File: src/rtl/core/hci_reset_init_sequencer_defines.svh
// Assertion macros used by the sequencer back end
`ifndef HCI_RESET_INIT_SEQUENCER_DEFINES_SVH
`define HCI_RESET_INIT_SEQUENCER_DEFINES_SVH

// clocked check, off while reset is asserted
`define HCIS_ASSERT(lbl, clk, rst_n, prop, msg) \
  lbl: assert property (@(posedge clk) disable iff (!rst_n) prop) else $error(msg);

// clocked check that also holds through reset
`define HCIS_ASSERT_ALWAYS(lbl, clk, prop, msg) \
  lbl: assert property (@(posedge clk) prop) else $error(msg);

`endif

File: src/rtl/core/hcis_pkg.sv
// Types, codes and constants of the HCI reset and initialisation sequencer
`timescale 1ns / 1ps
package hcis_pkg;

  localparam logic [7:0]  EVT_CMD_COMPLETE = 8'h0e;
  localparam logic [1:0]  RANDOM_ROUNDS    = 2'd3;
  localparam logic [31:0] RF_POWER_LEVEL   = 32'd6;
  localparam int unsigned CMDQ_DEPTH       = 4;
  localparam int unsigned CMDQ_PTR_W       = $clog2(CMDQ_DEPTH);
  localparam int unsigned CFG_IDX_W        = 1;

  localparam logic [CFG_IDX_W-1:0] CFG_HOST_FEATURES    = 1'd0;
  localparam logic [CFG_IDX_W-1:0] CFG_EXTENDED_PRESENT = 1'd1;

  localparam logic [15:0] OP_SET_EVMASK     = 16'h0c01;
  localparam logic [15:0] OP_RESET          = 16'h0c03;
  localparam logic [15:0] OP_SET_EVMASK_P2  = 16'h0c63;
  localparam logic [15:0] OP_READ_VERSION   = 16'h1001;
  localparam logic [15:0] OP_READ_BDADDR    = 16'h1009;
  localparam logic [15:0] OP_LE_EVMASK      = 16'h2001;
  localparam logic [15:0] OP_LE_BUFSIZE     = 16'h2002;
  localparam logic [15:0] OP_LE_FEATURES    = 16'h2003;
  localparam logic [15:0] OP_LE_WLSIZE      = 16'h200f;
  localparam logic [15:0] OP_LE_RAND        = 16'h2018;
  localparam logic [15:0] OP_LE_STATES      = 16'h201c;
  localparam logic [15:0] OP_LE_MAXLEN      = 16'h2024;
  localparam logic [15:0] OP_LE_RLSIZE      = 16'h202a;
  localparam logic [15:0] OP_LE_RDDEFLEN    = 16'h202f;
  localparam logic [15:0] OP_LE_MAXADVLEN   = 16'h203a;
  localparam logic [15:0] OP_LE_NUMADVSETS  = 16'h203b;
  localparam logic [15:0] OP_LE_PERLISTSIZE = 16'h204a;
  localparam logic [15:0] OP_VS_NVDS        = 16'hfcc4;
  localparam logic [15:0] OP_VS_RFPOWER     = 16'hfff2;

  typedef enum logic [1:0] {
    ACT_SEND    = 2'd0,
    ACT_HANDOFF = 2'd1,
    ACT_DONE    = 2'd2
  } action_e;

  typedef enum logic [3:0] {
    ID_RESET       = 4'd0,
    ID_VS_BDADDR   = 4'd1,
    ID_VS_NVDS     = 4'd2,
    ID_VS_RFPOWER  = 4'd3,
    ID_EVMASK      = 4'd4,
    ID_LE_EVMASK   = 4'd5,
    ID_EVMASK_P2   = 4'd6,
    ID_READ_BDADDR = 4'd7,
    ID_LE_BUFSIZE  = 4'd8,
    ID_LE_STATES   = 4'd9,
    ID_LE_WLSIZE   = 4'd10,
    ID_LE_FEATURES = 4'd11,
    ID_LE_RLSIZE   = 4'd12,
    ID_LE_MAXLEN   = 4'd13,
    ID_LE_RAND     = 4'd14,
    ID_LE_WRDEFLEN = 4'd15
  } cmd_id_e;

  typedef enum logic [2:0] {
    CLS_START,
    CLS_FIXED,
    CLS_RESET_DONE,
    CLS_FEATURES,
    CLS_RLSIZE,
    CLS_RAND,
    CLS_MAXLEN,
    CLS_HANDOFF
  } cls_e;

  typedef struct packed {
    logic        func;
    logic [7:0]  event_code;
    logic [15:0] cmd_opcode;
    logic [63:0] return_params;
  } item_t;

  typedef struct packed {
    action_e     action;
    cmd_id_e     command_id;
    logic [31:0] command_arg;
    logic [15:0] handoff_opcode;
    logic        last;
  } result_t;

  typedef struct packed {
    cls_e        cls;
    cmd_id_e     cmd_id;
    logic [31:0] arg;
    logic [15:0] opcode;
    logic [63:0] data;
  } cmd_t;

endpackage

File: src/rtl/core/hci_reset_init_sequencer.sv
// Top level of the HCI reset and initialisation sequencer
//
//  channel   handshake                 payload
//  input     push_i / full_o           item_i   (func, event_code, cmd_opcode, return_params)
//  result    pop_i / empty_o           result_o (action, command_id, command_arg,
//                                                handoff_opcode, last)
//  config    cfg_valid_i / cfg_ready_o cfg_index_i, cfg_data_i
//
// A result is registered in the command queue and then in the result queue before
// it shows on result_o, where it can be popped. Other event codes and unknown opcodes
// are dropped at entry. The back end retires one entry per cycle while the result
// queue has room; a start item stays at the head until both its results are out.
// Reset clears all sequencing state and both queues; configuration is always ready.
// full_o rises after four entries wait; the back end stalls while two results wait.
`timescale 1ns / 1ps
module hci_reset_init_sequencer (
  input  logic                           clk_i,
  input  logic                           rst_ni,
  input  logic                           push_i,
  output logic                           full_o,
  input  hcis_pkg::item_t                item_i,
  output logic                           empty_o,
  input  logic                           pop_i,
  output hcis_pkg::result_t              result_o,
  input  logic                           cfg_valid_i,
  output logic                           cfg_ready_o,
  input  logic [hcis_pkg::CFG_IDX_W-1:0] cfg_index_i,
  input  logic [63:0]                    cfg_data_i
);
  import hcis_pkg::*;

  logic keep, cmd_valid, cmd_pop;
  cmd_t front_cmd, head_cmd;

  assign cfg_ready_o = 1'b1;

  hcis_front u_front (
    .item_i (item_i),
    .keep_o (keep),
    .cmd_o  (front_cmd)
  );

  hcis_cmd_fifo u_cmdq (
    .clk_i     (clk_i),
    .rst_ni    (rst_ni),
    .wr_i      (push_i && keep),
    .wr_data_i (front_cmd),
    .full_o    (full_o),
    .rd_i      (cmd_pop),
    .valid_o   (cmd_valid),
    .rd_data_o (head_cmd)
  );

  hcis_back u_back (
    .clk_i       (clk_i),
    .rst_ni      (rst_ni),
    .cfg_we_i    (cfg_valid_i && cfg_ready_o),
    .cfg_index_i (cfg_index_i),
    .cfg_data_i  (cfg_data_i),
    .cmd_valid_i (cmd_valid),
    .cmd_i       (head_cmd),
    .cmd_pop_o   (cmd_pop),
    .empty_o     (empty_o),
    .pop_i       (pop_i),
    .result_o    (result_o)
  );

endmodule

File: src/rtl/core/hcis_front.sv
// Front end: classify start items and completed opcodes into queue entries
`timescale 1ns / 1ps
module hcis_front (
  input  hcis_pkg::item_t item_i,
  output logic            keep_o,
  output hcis_pkg::cmd_t  cmd_o
);
  import hcis_pkg::*;

  always_comb begin
    keep_o        = 1'b1;
    cmd_o         = '0;
    cmd_o.cls     = CLS_FIXED;
    cmd_o.cmd_id  = ID_RESET;
    cmd_o.opcode  = item_i.cmd_opcode;
    cmd_o.data    = item_i.return_params;
    if (!item_i.func) begin
      cmd_o.cls = CLS_START;
    end else if (item_i.event_code != EVT_CMD_COMPLETE) begin
      keep_o = 1'b0;
    end else begin
      unique case (item_i.cmd_opcode)
        OP_SET_EVMASK:    cmd_o.cmd_id = ID_LE_EVMASK;
        OP_RESET:         cmd_o.cls    = CLS_RESET_DONE;
        OP_SET_EVMASK_P2: cmd_o.cmd_id = ID_READ_BDADDR;
        OP_READ_BDADDR:   cmd_o.cmd_id = ID_LE_BUFSIZE;
        OP_LE_EVMASK:     cmd_o.cmd_id = ID_EVMASK_P2;
        OP_LE_BUFSIZE:    cmd_o.cmd_id = ID_LE_STATES;
        OP_LE_FEATURES:   cmd_o.cls    = CLS_FEATURES;
        OP_LE_WLSIZE:     cmd_o.cmd_id = ID_LE_FEATURES;
        OP_LE_RAND:       cmd_o.cls    = CLS_RAND;
        OP_LE_STATES:     cmd_o.cmd_id = ID_LE_WLSIZE;
        OP_LE_MAXLEN:     cmd_o.cls    = CLS_MAXLEN;
        OP_LE_RLSIZE:     cmd_o.cls    = CLS_RLSIZE;
        OP_LE_RDDEFLEN: begin
          cmd_o.cmd_id = ID_LE_WRDEFLEN;
          cmd_o.arg    = item_i.return_params[31:0];
        end
        OP_VS_NVDS:       cmd_o.cmd_id = ID_EVMASK;
        OP_VS_RFPOWER: begin
          cmd_o.cmd_id = ID_VS_RFPOWER;
          cmd_o.arg    = RF_POWER_LEVEL;
        end
        OP_READ_VERSION, OP_LE_MAXADVLEN, OP_LE_NUMADVSETS, OP_LE_PERLISTSIZE:
          cmd_o.cls = CLS_HANDOFF;
        default:          keep_o = 1'b0;
      endcase
    end
  end

endmodule

File: src/rtl/core/hcis_cmd_fifo.sv
// Short command queue between front end and back end
`timescale 1ns / 1ps
module hcis_cmd_fifo (
  input  logic           clk_i,
  input  logic           rst_ni,
  input  logic           wr_i,
  input  hcis_pkg::cmd_t wr_data_i,
  output logic           full_o,
  input  logic           rd_i,
  output logic           valid_o,
  output hcis_pkg::cmd_t rd_data_o
);
  import hcis_pkg::*;

  cmd_t                  mem_q [CMDQ_DEPTH];
  logic [CMDQ_PTR_W-1:0] wr_ptr_q, wr_ptr_d;
  logic [CMDQ_PTR_W-1:0] rd_ptr_q, rd_ptr_d;
  logic [CMDQ_PTR_W:0]   cnt_q, cnt_d;
  logic                  do_wr, do_rd;

  assign full_o    = (cnt_q == (CMDQ_PTR_W+1)'(CMDQ_DEPTH));
  assign valid_o   = (cnt_q != '0);
  assign rd_data_o = mem_q[rd_ptr_q];
  assign do_wr     = wr_i && !full_o;
  assign do_rd     = rd_i && valid_o;

  always_comb begin
    wr_ptr_d = do_wr ? wr_ptr_q + 1'b1 : wr_ptr_q;
    rd_ptr_d = do_rd ? rd_ptr_q + 1'b1 : rd_ptr_q;
    cnt_d    = cnt_q + (CMDQ_PTR_W+1)'(do_wr) - (CMDQ_PTR_W+1)'(do_rd);
  end

  always_ff @(posedge clk_i or negedge rst_ni) begin
    if (!rst_ni) begin
      wr_ptr_q <= '0;
      rd_ptr_q <= '0;
      cnt_q    <= '0;
    end else begin
      wr_ptr_q <= wr_ptr_d;
      rd_ptr_q <= rd_ptr_d;
      cnt_q    <= cnt_d;
    end
  end

  always_ff @(posedge clk_i) begin
    if (do_wr) begin
      mem_q[wr_ptr_q] <= wr_data_i;
    end
  end

endmodule

File: src/rtl/core/hcis_back.sv
// Back end: sequencing state, command selection and result queue
`timescale 1ns / 1ps
`include "hci_reset_init_sequencer_defines.svh"
module hcis_back (
  input  logic                               clk_i,
  input  logic                               rst_ni,
  input  logic                               cfg_we_i,
  input  logic [hcis_pkg::CFG_IDX_W-1:0]     cfg_index_i,
  input  logic [63:0]                        cfg_data_i,
  input  logic                               cmd_valid_i,
  input  hcis_pkg::cmd_t                     cmd_i,
  output logic                               cmd_pop_o,
  output logic                               empty_o,
  input  logic                               pop_i,
  output hcis_pkg::result_t                  result_o
);
  import hcis_pkg::*;

  logic [63:0] host_q;
  logic        ext_q;
  logic [63:0] feat_q, feat_d;
  logic [1:0]  rounds_q, rounds_d;
  logic        phase_q, phase_d;
  logic        busy, emit, out_wr, out_rd;
  result_t     res;
  result_t     out_q [2];
  logic        wr_q, rd_q;
  logic [1:0]  cnt_q;

  assign busy = cmd_valid_i && (cnt_q != 2'd2);

  always_comb begin
    res       = '0;
    emit      = 1'b0;
    cmd_pop_o = 1'b0;
    phase_d   = phase_q;
    feat_d    = feat_q;
    rounds_d  = rounds_q;
    if (busy) begin
      emit      = 1'b1;
      cmd_pop_o = 1'b1;
      res.last  = 1'b1;
      unique case (cmd_i.cls)
        CLS_START: begin
          if (!phase_q) begin
            res.command_id = ID_RESET;
            res.last       = 1'b0;
            cmd_pop_o      = 1'b0;
            phase_d        = 1'b1;
          end else begin
            res.command_id = ID_VS_BDADDR;
            phase_d        = 1'b0;
          end
        end
        CLS_FIXED: begin
          res.command_id  = cmd_i.cmd_id;
          res.command_arg = cmd_i.arg;
        end
        CLS_RESET_DONE: begin
          rounds_d       = '0;
          res.command_id = ID_VS_NVDS;
        end
        CLS_FEATURES: begin
          feat_d = cmd_i.data;
          if (cmd_i.data[6] && host_q[6]) begin
            res.command_id = ID_LE_RLSIZE;
          end else if (cmd_i.data[5] && host_q[5]) begin
            res.command_id = ID_LE_MAXLEN;
          end else begin
            res.command_id = ID_LE_RAND;
          end
        end
        CLS_RLSIZE: begin
          res.command_id = (feat_q[5] && host_q[5]) ? ID_LE_MAXLEN : ID_LE_RAND;
        end
        CLS_RAND: begin
          if (rounds_q < RANDOM_ROUNDS) begin
            rounds_d       = rounds_q + 2'd1;
            res.command_id = ID_LE_RAND;
          end else begin
            res.action = ACT_DONE;
          end
        end
        CLS_MAXLEN: begin
          if (ext_q) begin
            res.action         = ACT_HANDOFF;
            res.handoff_opcode = cmd_i.opcode;
          end else begin
            res.command_id = ID_LE_RAND;
          end
        end
        CLS_HANDOFF: begin
          emit               = ext_q;
          res.action         = ACT_HANDOFF;
          res.handoff_opcode = cmd_i.opcode;
        end
        default: emit = 1'b0;
      endcase
    end
  end

  assign out_wr   = emit;
  assign empty_o  = (cnt_q == 2'd0);
  assign out_rd   = pop_i && !empty_o;
  assign result_o = out_q[rd_q];

  always_ff @(posedge clk_i or negedge rst_ni) begin
    if (!rst_ni) begin
      host_q   <= '0;
      ext_q    <= 1'b0;
      feat_q   <= '0;
      rounds_q <= '0;
      phase_q  <= 1'b0;
      wr_q     <= 1'b0;
      rd_q     <= 1'b0;
      cnt_q    <= '0;
    end else begin
      if (cfg_we_i && cfg_index_i == CFG_HOST_FEATURES) begin
        host_q <= cfg_data_i;
      end
      if (cfg_we_i && cfg_index_i == CFG_EXTENDED_PRESENT) begin
        ext_q <= cfg_data_i[0];
      end
      feat_q   <= feat_d;
      rounds_q <= rounds_d;
      phase_q  <= phase_d;
      if (out_wr) begin
        wr_q <= ~wr_q;
      end
      if (out_rd) begin
        rd_q <= ~rd_q;
      end
      cnt_q <= cnt_q + 2'(out_wr) - 2'(out_rd);
    end
  end

  always_ff @(posedge clk_i) begin
    if (out_wr) begin
      out_q[wr_q] <= res;
    end
  end

  `HCIS_ASSERT(a_out_cnt, clk_i, rst_ni, cnt_q != 2'd3, "result queue overflow")
  `HCIS_ASSERT(a_rounds, clk_i, rst_ni, rounds_q <= RANDOM_ROUNDS, "round counter out of range")
  `HCIS_ASSERT(a_phase, clk_i, rst_ni, phase_q |-> (cmd_valid_i && cmd_i.cls == CLS_START), "start phase without start entry")
  `HCIS_ASSERT_ALWAYS(a_pop_space, clk_i, cmd_pop_o |-> (cmd_valid_i && cnt_q != 2'd2), "command popped without room")

endmodule

File: config.mk
export PLATFORM = sky130hd
export DESIGN_NAME = hci_reset_init_sequencer
export DESIGN_NICKNAME = d
export VERILOG_FILES = /design/src/rtl/core/hcis_pkg.sv /design/src/rtl/core/hci_reset_init_sequencer.sv /design/src/rtl/core/hcis_front.sv /design/src/rtl/core/hcis_cmd_fifo.sv /design/src/rtl/core/hcis_back.sv
export VERILOG_INCLUDE_DIRS = /design/src /design/src/rtl/core
export SDC_FILE = /design/constraint.sdc
export NUM_CORES = 1
export LEC_CHECK = 0
export BUFFER_PORTS_ARGS = -buffer_cell sky130_fd_sc_hd__buf_2
export CAP_MARGIN = 20
export CORE_UTILIZATION = 45
export DETAILED_ROUTE_END_ITERATION = 10
export PLACE_DENSITY_LB_ADDON = 0.2
export SYNTH_ARGS = -nofsm -noshare
export SYNTH_HDL_FRONTEND = slang
export SYNTH_SLANG_ARGS = --single-unit
File: constraint.sdc
create_clock -name clk_i -period 4.7 [get_ports clk_i]
set_input_delay 1.41 -clock clk_i [delete_from_list [all_inputs] [get_ports clk_i]]
set_output_delay 1.41 -clock clk_i [all_outputs]
set_load 0.02 [all_outputs]
Word-level counts from Yosys, hierarchy flattened --
Memories as Yosys holds them, arrays and structs flattened. Cells that the tools add are included.
Word-level totals: flip-flop bits (word level) 28, memory bits (writable) 586, bits of input ports 159, output and inout bits 58, memories kept 2
Memory list:
- u_cmdq.mem_q | depth 4, bits a word 119, read ports 1, clocked after memory_dff 0, write ports 1, line hcis_cmd_fifo.sv:15 | cmd_t mem_q [CMDQ_DEPTH];
- u_back.out_q | depth 2, bits a word 55, read ports 1, clocked after memory_dff 0, write ports 1, line hcis_back.sv:26 | result_t out_q [2];
Operators by class: add/sub/neg operators 7, magnitude comparators 1, eq/ne operators 30, muxes and demuxes 35, bitwise logic cells 3, reduce and logical (&&, ||, !) cells 21
Operator list (number):
- $eq A16 B14 Y1 const B | 12
- $pmux W32 S2 | 1
- $mux W55 | 1
- $eq A16 B12 Y1 const B | 3
- $pmux W4 S10 | 1
- $mux W39 | 1
- $mux W36 | 1
- $eq A16 B13 Y1 const B | 2
- $eq A16 B16 Y1 const B | 2
- $mux W32 | 1
- $pmux W16 S2 | 1
- $pmux W4 S7 | 1
- $reduce_or A19 Y1 | 1
- $pmux W3 S6 | 1
- $mux W16 | 1
- $eq A3 B3 Y1 const B | 5
- $mux W1 | 15
- $mux W4 | 3
- $logic_and A1 B1 Y1 | 10
- $mux W2 | 4
- $ne A8 B4 Y1 const B | 1
- $add A2 B1 Y2 const B | 3
- $eq A3 B2 Y1 const B | 2
- $pmux W2 S3 | 1
- other kinds (19) | 23

Logic depth before layout (Yosys ltp) --
depth in word-level cells 9, gate-level depth with buffers 13

Hierarchy --
From an unflattened synthesis, not the netlist that was laid out.
Second synthesis, totals: cells, all modules 1180, area total of the unflattened synthesis 24180.7 µm²
Modules (own cells, without submodules):
- hcis_cmd_fifo | times used 1, cells each 662, area an instance 17677.0 µm², sequential area each 14468.9 µm²
- hcis_back | times used 1, cells each 305, area an instance 5073.6 µm², sequential area each 3578.4 µm²
- hcis_front | times used 1, cells each 210, area an instance 1412.6 µm², sequential area each 0.0 µm²
- hci_reset_init_sequencer | times used 1, cells each 3, area an instance 17.5 µm², sequential area each 0.0 µm²

Worst setup path after synthesis --
No wires, ideal clock.
kind input to register, start point input port item_i[64] in the netlist's numbering, end point memory u_cmdq.mem_q[2][100] in the netlist's numbering, enable pin, library setup time 0.421 ns, arrival 4.217 ns, required time 4.279 ns, slack 0.062 ns, stages 7, path through buf_6 > or4b_2 > nor4_1 > a221o_1 > or4_4 > o31a_4 > and2_1
Between the ends: cells in the longest elaborated chain, start to end 9
Ends and longest elaborated chain:
- from (decl) | line hci_reset_init_sequencer.sv:21 | input hcis_pkg::item_t item_i,
- $eq A16 B12 Y1, or another cell as far along | line hcis_front.sv:22 | unique case (item_i.cmd_opcode)
- $reduce_or A19 Y1 (no source line) (*)
- $mux W1 (*) | line hcis_front.sv:22
- $mux W1 (*) | line hcis_front.sv:19 | end else if (item_i.event_code != EVT_CMD_COMPLETE) begin
- $mux W1 (*) | line hcis_front.sv:17 | if (!item_i.func) begin
- $logic_and A1 B1 Y1 (*) | line hci_reset_init_sequencer.sv:46 | .wr_i (push_i && keep),
- $logic_and A1 B1 Y1 (*) | line hcis_cmd_fifo.sv:24 | assign do_wr = wr_i && !full_o;
- via u_cmdq.do_wr | line hcis_cmd_fifo.sv:19 | logic do_wr, do_rd;
- $mux W1 (*) | line hcis_cmd_fifo.sv:46 | if (do_wr) begin
- $mux W1 (implied by the code) (*) | line hcis_cmd_fifo.sv:47 | mem_q[wr_ptr_q] <= wr_data_i;
- to (decl) | line hcis_cmd_fifo.sv:15
The timed path passes the listed nets; every way through them passes the cells marked *.

Worst setup path in the final report --
start point input port item_i[66] in the netlist's numbering, end point memory u_cmdq.mem_q[2][104] in the netlist's numbering, enable pin
The elaborated chain is that of the path after synthesis.

==> run summary <==
Num CTS Buffers - 38
transition time at the pin with the least slew margin - 0.937 ns
DP Wirelength - 16.8 mm
number of sinks handled by clock tree synthesis - 356
type of element launching the critical path - primary input
accumulated negative setup slack - 0 ns
type of the worst setup path - in2reg
starting utilization of the core area - 45.8%
capturing element type of the critical path - flop
clock-pin slew on the worst setup and hold paths - 0.06 ns
cell at the root of the clock tree - sky130_fd_sc_hd__clkbuf_16
wire length of the first global-routing pass - 45.0 mm
area share of fa/ha/maj cells after synthesis - 0.918%
overall overflow remaining after global route - 0
total number of H-tree levels - 2
number of global-route vias before repair - 7778
die height - 181 µm
setup repair after global routing missed its margin - no
Pre-antenna DRT Iters - 5
largest incremental delay on the critical path - 0.71 ns
area fraction in compound gates after synthesis - 2.03%
number of max-slew violations in the final report - 0
drt via density - 5.48
Routability Congestion - 0.876
worst IR drop on VDD - 0.344 mV
postcts setup bufs - 0
flops & latches, synth - 356
main combinational cell family by area after synthesis - multiplexers
final-report setup violation count - 0
most used flip-flop cell after synthesis - sky130_fd_sc_hd__edfxtp_1
Core Footprint - 31600 µm²
relative max-transition margin - 37.3%
violation count after the first detailed-route iteration - 512
sequential-to-total area share from yosys stat - 73.3%
fraction of synthesized area in multiplexers - 13.9%
clk_skew - 0.0143 ns
critical-path cell with the highest stage delay - sky130_fd_sc_hd__or4b_2
DRC violations left - 0
maximum count of clock buffers along a single path - 3
ranking of synthesized cells by area - sky130_fd_sc_hd__edfxtp_1 70%, sky130_fd_sc_hd__mux4_2 8.7%, sky130_fd_sc_hd__mux2_2 4.8%
leakage power - 6.22 nW
Min Hold Slack - 0.499 ns
run status - completed
total routing usage reported by global routing - 18.0%
number of buffers added on ports - 122
async set or reset register ratio after synthesis - 5.06%
number of nets with antenna violations after routing - 0
initial antenna violation count - 0
CP Max Fanout - 21
share of synthesized cell area in and, or, nand and nor gates - 7.70%
Required @ worst endpoint - 4.92 ns
insertion delay of the later-clocked pin in the worst-skew pair - 0.52 ns
Post-Place Worst Slack - 0.283 ns
area share of the largest cell type after synthesis - 70.2%
number of enable flip-flop cells after synthesis - 338
# diodes - 0
share of the clock period used by the worst path - 82.7%
Die ar. - 32800 µm²
synthesized area divided by synthesized cell count - 18.4 µm²
endpoints failing hold - 0
area of the mapped netlist - 14500 µm²
final routed wire length divided by cell count - 21.0 µm
synthesis-to-finish area growth - 17.7%
data arrival time of the critical path - 4.11 ns
post-layout net count - 1105
fin worst setup slack - 0.812 ns
I/O pin count - 217
number of unique standard cell types used by synthesis - 57
gate count of the mapped netlist - 785
Resized Gates After CTS - 0
count of yosys warnings during synthesis - 0
pin count of the biggest net entering global routing - 57
clock tree from TritonCTS - built
FMAX - 257 MHz
Hold Buf Count CTS - 0
ordered cell list for the critical path - buf_2 > or4b_2 > nor4_1 > a221o_1 > or4_4 > o31a_4 > and2_2 > buf_12
time the worst path needs with I/O delays and setup - 3.89 ns
width of the chip - 181 µm
total length of routed wires - 28.8 mm
via count - 7495
std cell rows - 65
number of max-cap violations - 0
total power density per cell area - 645 nW/µm²
leading area contributor after synthesis - sky130_fd_sc_hd__edfxtp_1
layout cell share with drive strength beyond 1 - 34.8%
synthesized net count - 954
xor-xnor portion of the synthesized cell area - 0.606%
class of the tightest hold or removal check - reg2reg
[power by group]
part	switching (W)	total (W)	internal [W]
sequential	0.000299	0.00465	0.00435
clock	0.00118	0.00287	0.00170
combinational	0.00202	0.00345	0.00143
total	0.00349	0.0110	0.00748
[final cells by class]
type | count | area (µm²)
Tap cell | 402 | 503
Clock inverter | 22 | 203
Inverter | 13 | 48.8
Clock buffer | 48 | 1010
Timing Repair Buffer | 150 | 958
Sequential cell | 356 | 10600
Fill cell | 2512 | 14500
Multi-Input combinational cell | 377 | 3680
[metrics by stage]
step | cells | total power, W | utilization (%) | cell area [µm²]
4_1_cts | 1368 | 0.0111 | 53.9 | 17000
3_5_place_dp | 1298 | 0.00826 | 50.1 | 15800
2_1_floorplan | 785 | 0.00706 | - | 14500
6_report | 1368 | 0.0110 | 53.9 | 17000
3_3_place_gp | 1298 | 0.00819 | 50.1 | 15800
5_1_grt | 1368 | 0.0115 | 53.9 | 17000
[path summary, 6_finish.rpt]
| check | end | cells after the start | startpoint | slack (ns) |
|---|---|---|---|---|
| worst max-delay path | u_cmdq.mem_q[2][104]$_DFFE_PP_ | 8 | item_i[66] | 0.81 |
| worst min-delay path | u_back.phase_q$_DFFE_PN0P_ | 1 | u_back.phase_q$_DFFE_PN0P_ | 0.50 |
| worst max register to register | u_cmdq.cnt_q[2]$_DFF_PN0_ | 10 | u_cmdq.rd_ptr_q[0]$_DFFE_PN0P_ | 1.52 |
| worst min register to register | u_back.phase_q$_DFFE_PN0P_ | 1 | u_back.phase_q$_DFFE_PN0P_ | 0.50 |
| max in group asynchronous | u_cmdq.rd_ptr_q[0]$_DFFE_PN0P_ | 1 | rst_ni | 3.50 |
| min in group asynchronous | u_cmdq.cnt_q[0]$_DFF_PN0_ | 1 | rst_ni | 0.84 |
[state kept, by name, summed over array words and instances (netlist names)]
register         cells
u_cmdq.mem_q       228
u_back.rd_q          1
u_back.feat_q        1
u_cmdq.cnt_q         3
u_back.phase_q       1
u_back.cnt_q         2
u_back.rounds_q      2
u_back.out_q       110
u_back.ext_q         1
u_cmdq.rd_ptr_q      2
u_back.wr_q          1
u_back.host_q        2
u_cmdq.wr_ptr_q      2
[cells by family (layout without fill, tap and decap cells)]
| kind of cell | after synthesis | after routing |
|---|---|---|
| DFF | 356 | 356 |
| xor gates and xnor gates | 10 | 10 |
| muxes | 123 | 123 |
| buffers and inverters | 52 | 233 |
| adders and majority gates | 10 | 10 |
| AOI/OAI and AO/OA | 41 | 41 |
| other | 1 | 1 |
| and+or+nand+nor | 192 | 192 |
[synth_stat cells (2+ instances only)]
master                      count
sky130_fd_sc_hd__nand3_1        8
sky130_fd_sc_hd__buf_1          7
sky130_fd_sc_hd__nand4b_1       2
sky130_fd_sc_hd__ha_1           9
sky130_fd_sc_hd__nand2_1       22
sky130_fd_sc_hd__edfxtp_1     338
sky130_fd_sc_hd__a21oi_1       14
sky130_fd_sc_hd__xor2_1         2
sky130_fd_sc_hd__and3_1        37
sky130_fd_sc_hd__o21ai_0        8
sky130_fd_sc_hd__or4_1          4
sky130_fd_sc_hd__dfrtp_1       18
sky130_fd_sc_hd__mux2i_1        4
sky130_fd_sc_hd__xnor2_1        8
sky130_fd_sc_hd__clkbuf_1      29
sky130_fd_sc_hd__nor4_1         4
sky130_fd_sc_hd__inv_1         13
sky130_fd_sc_hd__nor2_1        27
sky130_fd_sc_hd__mux4_2        56
sky130_fd_sc_hd__nand4_1        5
sky130_fd_sc_hd__nor3b_1        5
sky130_fd_sc_hd__and2_1        35
sky130_fd_sc_hd__and4_1         2
sky130_fd_sc_hd__a41oi_1        2
sky130_fd_sc_hd__nor2b_1       23
sky130_fd_sc_hd__o2111ai_1      2
sky130_fd_sc_hd__o2bb2ai_1      2
sky130_fd_sc_hd__nor3_1         8
sky130_fd_sc_hd__mux2_2        62
sky130_fd_sc_hd__a31oi_1        2
[routing by layer]
| metal | GRT usage, % | vias to the layer above | wire length, µm |
|---|---|---|---|
| met4 | 3.93 | 0 | 383 |
| li1 | - | 3419 | - |
| met3 | 3.27 | 34 | 1310 |
| met1 | 24.4 | 3861 | 12800 |
| met2 | 30.5 | 181 | 14300 |
| met5 | 0 | - | 0 |
[layout by cell type, fill, tap and decap left out, types with 5 or more instances in the layout]
| cell type | synthesis | final |
|---|---|---|
| sky130_fd_sc_hd__a21oi_1 | 14 | 14 |
| sky130_fd_sc_hd__and2_1 | 35 | 31 |
| sky130_fd_sc_hd__and3_1 | 37 | 37 |
| sky130_fd_sc_hd__buf_12 | 0 | 11 |
| sky130_fd_sc_hd__buf_2 | 1 | 122 |
| sky130_fd_sc_hd__buf_4 | 1 | 17 |
| sky130_fd_sc_hd__clkbuf_1 | 29 | 9 |
| sky130_fd_sc_hd__clkbuf_16 | 0 | 39 |
| sky130_fd_sc_hd__clkinv_1 | 0 | 12 |
| sky130_fd_sc_hd__dfrtp_1 | 18 | 15 |
| sky130_fd_sc_hd__edfxtp_1 | 338 | 338 |
| sky130_fd_sc_hd__ha_1 | 9 | 9 |
| sky130_fd_sc_hd__inv_1 | 13 | 13 |
| sky130_fd_sc_hd__mux2_2 | 62 | 62 |
| sky130_fd_sc_hd__mux4_2 | 56 | 56 |
| sky130_fd_sc_hd__nand2_1 | 22 | 22 |
| sky130_fd_sc_hd__nand3_1 | 8 | 8 |
| sky130_fd_sc_hd__nand4_1 | 5 | 5 |
| sky130_fd_sc_hd__nor2_1 | 27 | 24 |
| sky130_fd_sc_hd__nor2b_1 | 23 | 21 |
| sky130_fd_sc_hd__nor3_1 | 8 | 8 |
| sky130_fd_sc_hd__nor3b_1 | 5 | 5 |
| sky130_fd_sc_hd__o21ai_0 | 8 | 8 |
| sky130_fd_sc_hd__xnor2_1 | 8 | 8 |
[critical path: cells and delay by family]
family,cells,cell delay [ns]
buffers and inverters,2,0.55
AND/OR/NAND/NOR,4,1.74
AO/OA/AOI/OAI,2,0.39
No activity file was read; power rests on OpenSTA's default activity.
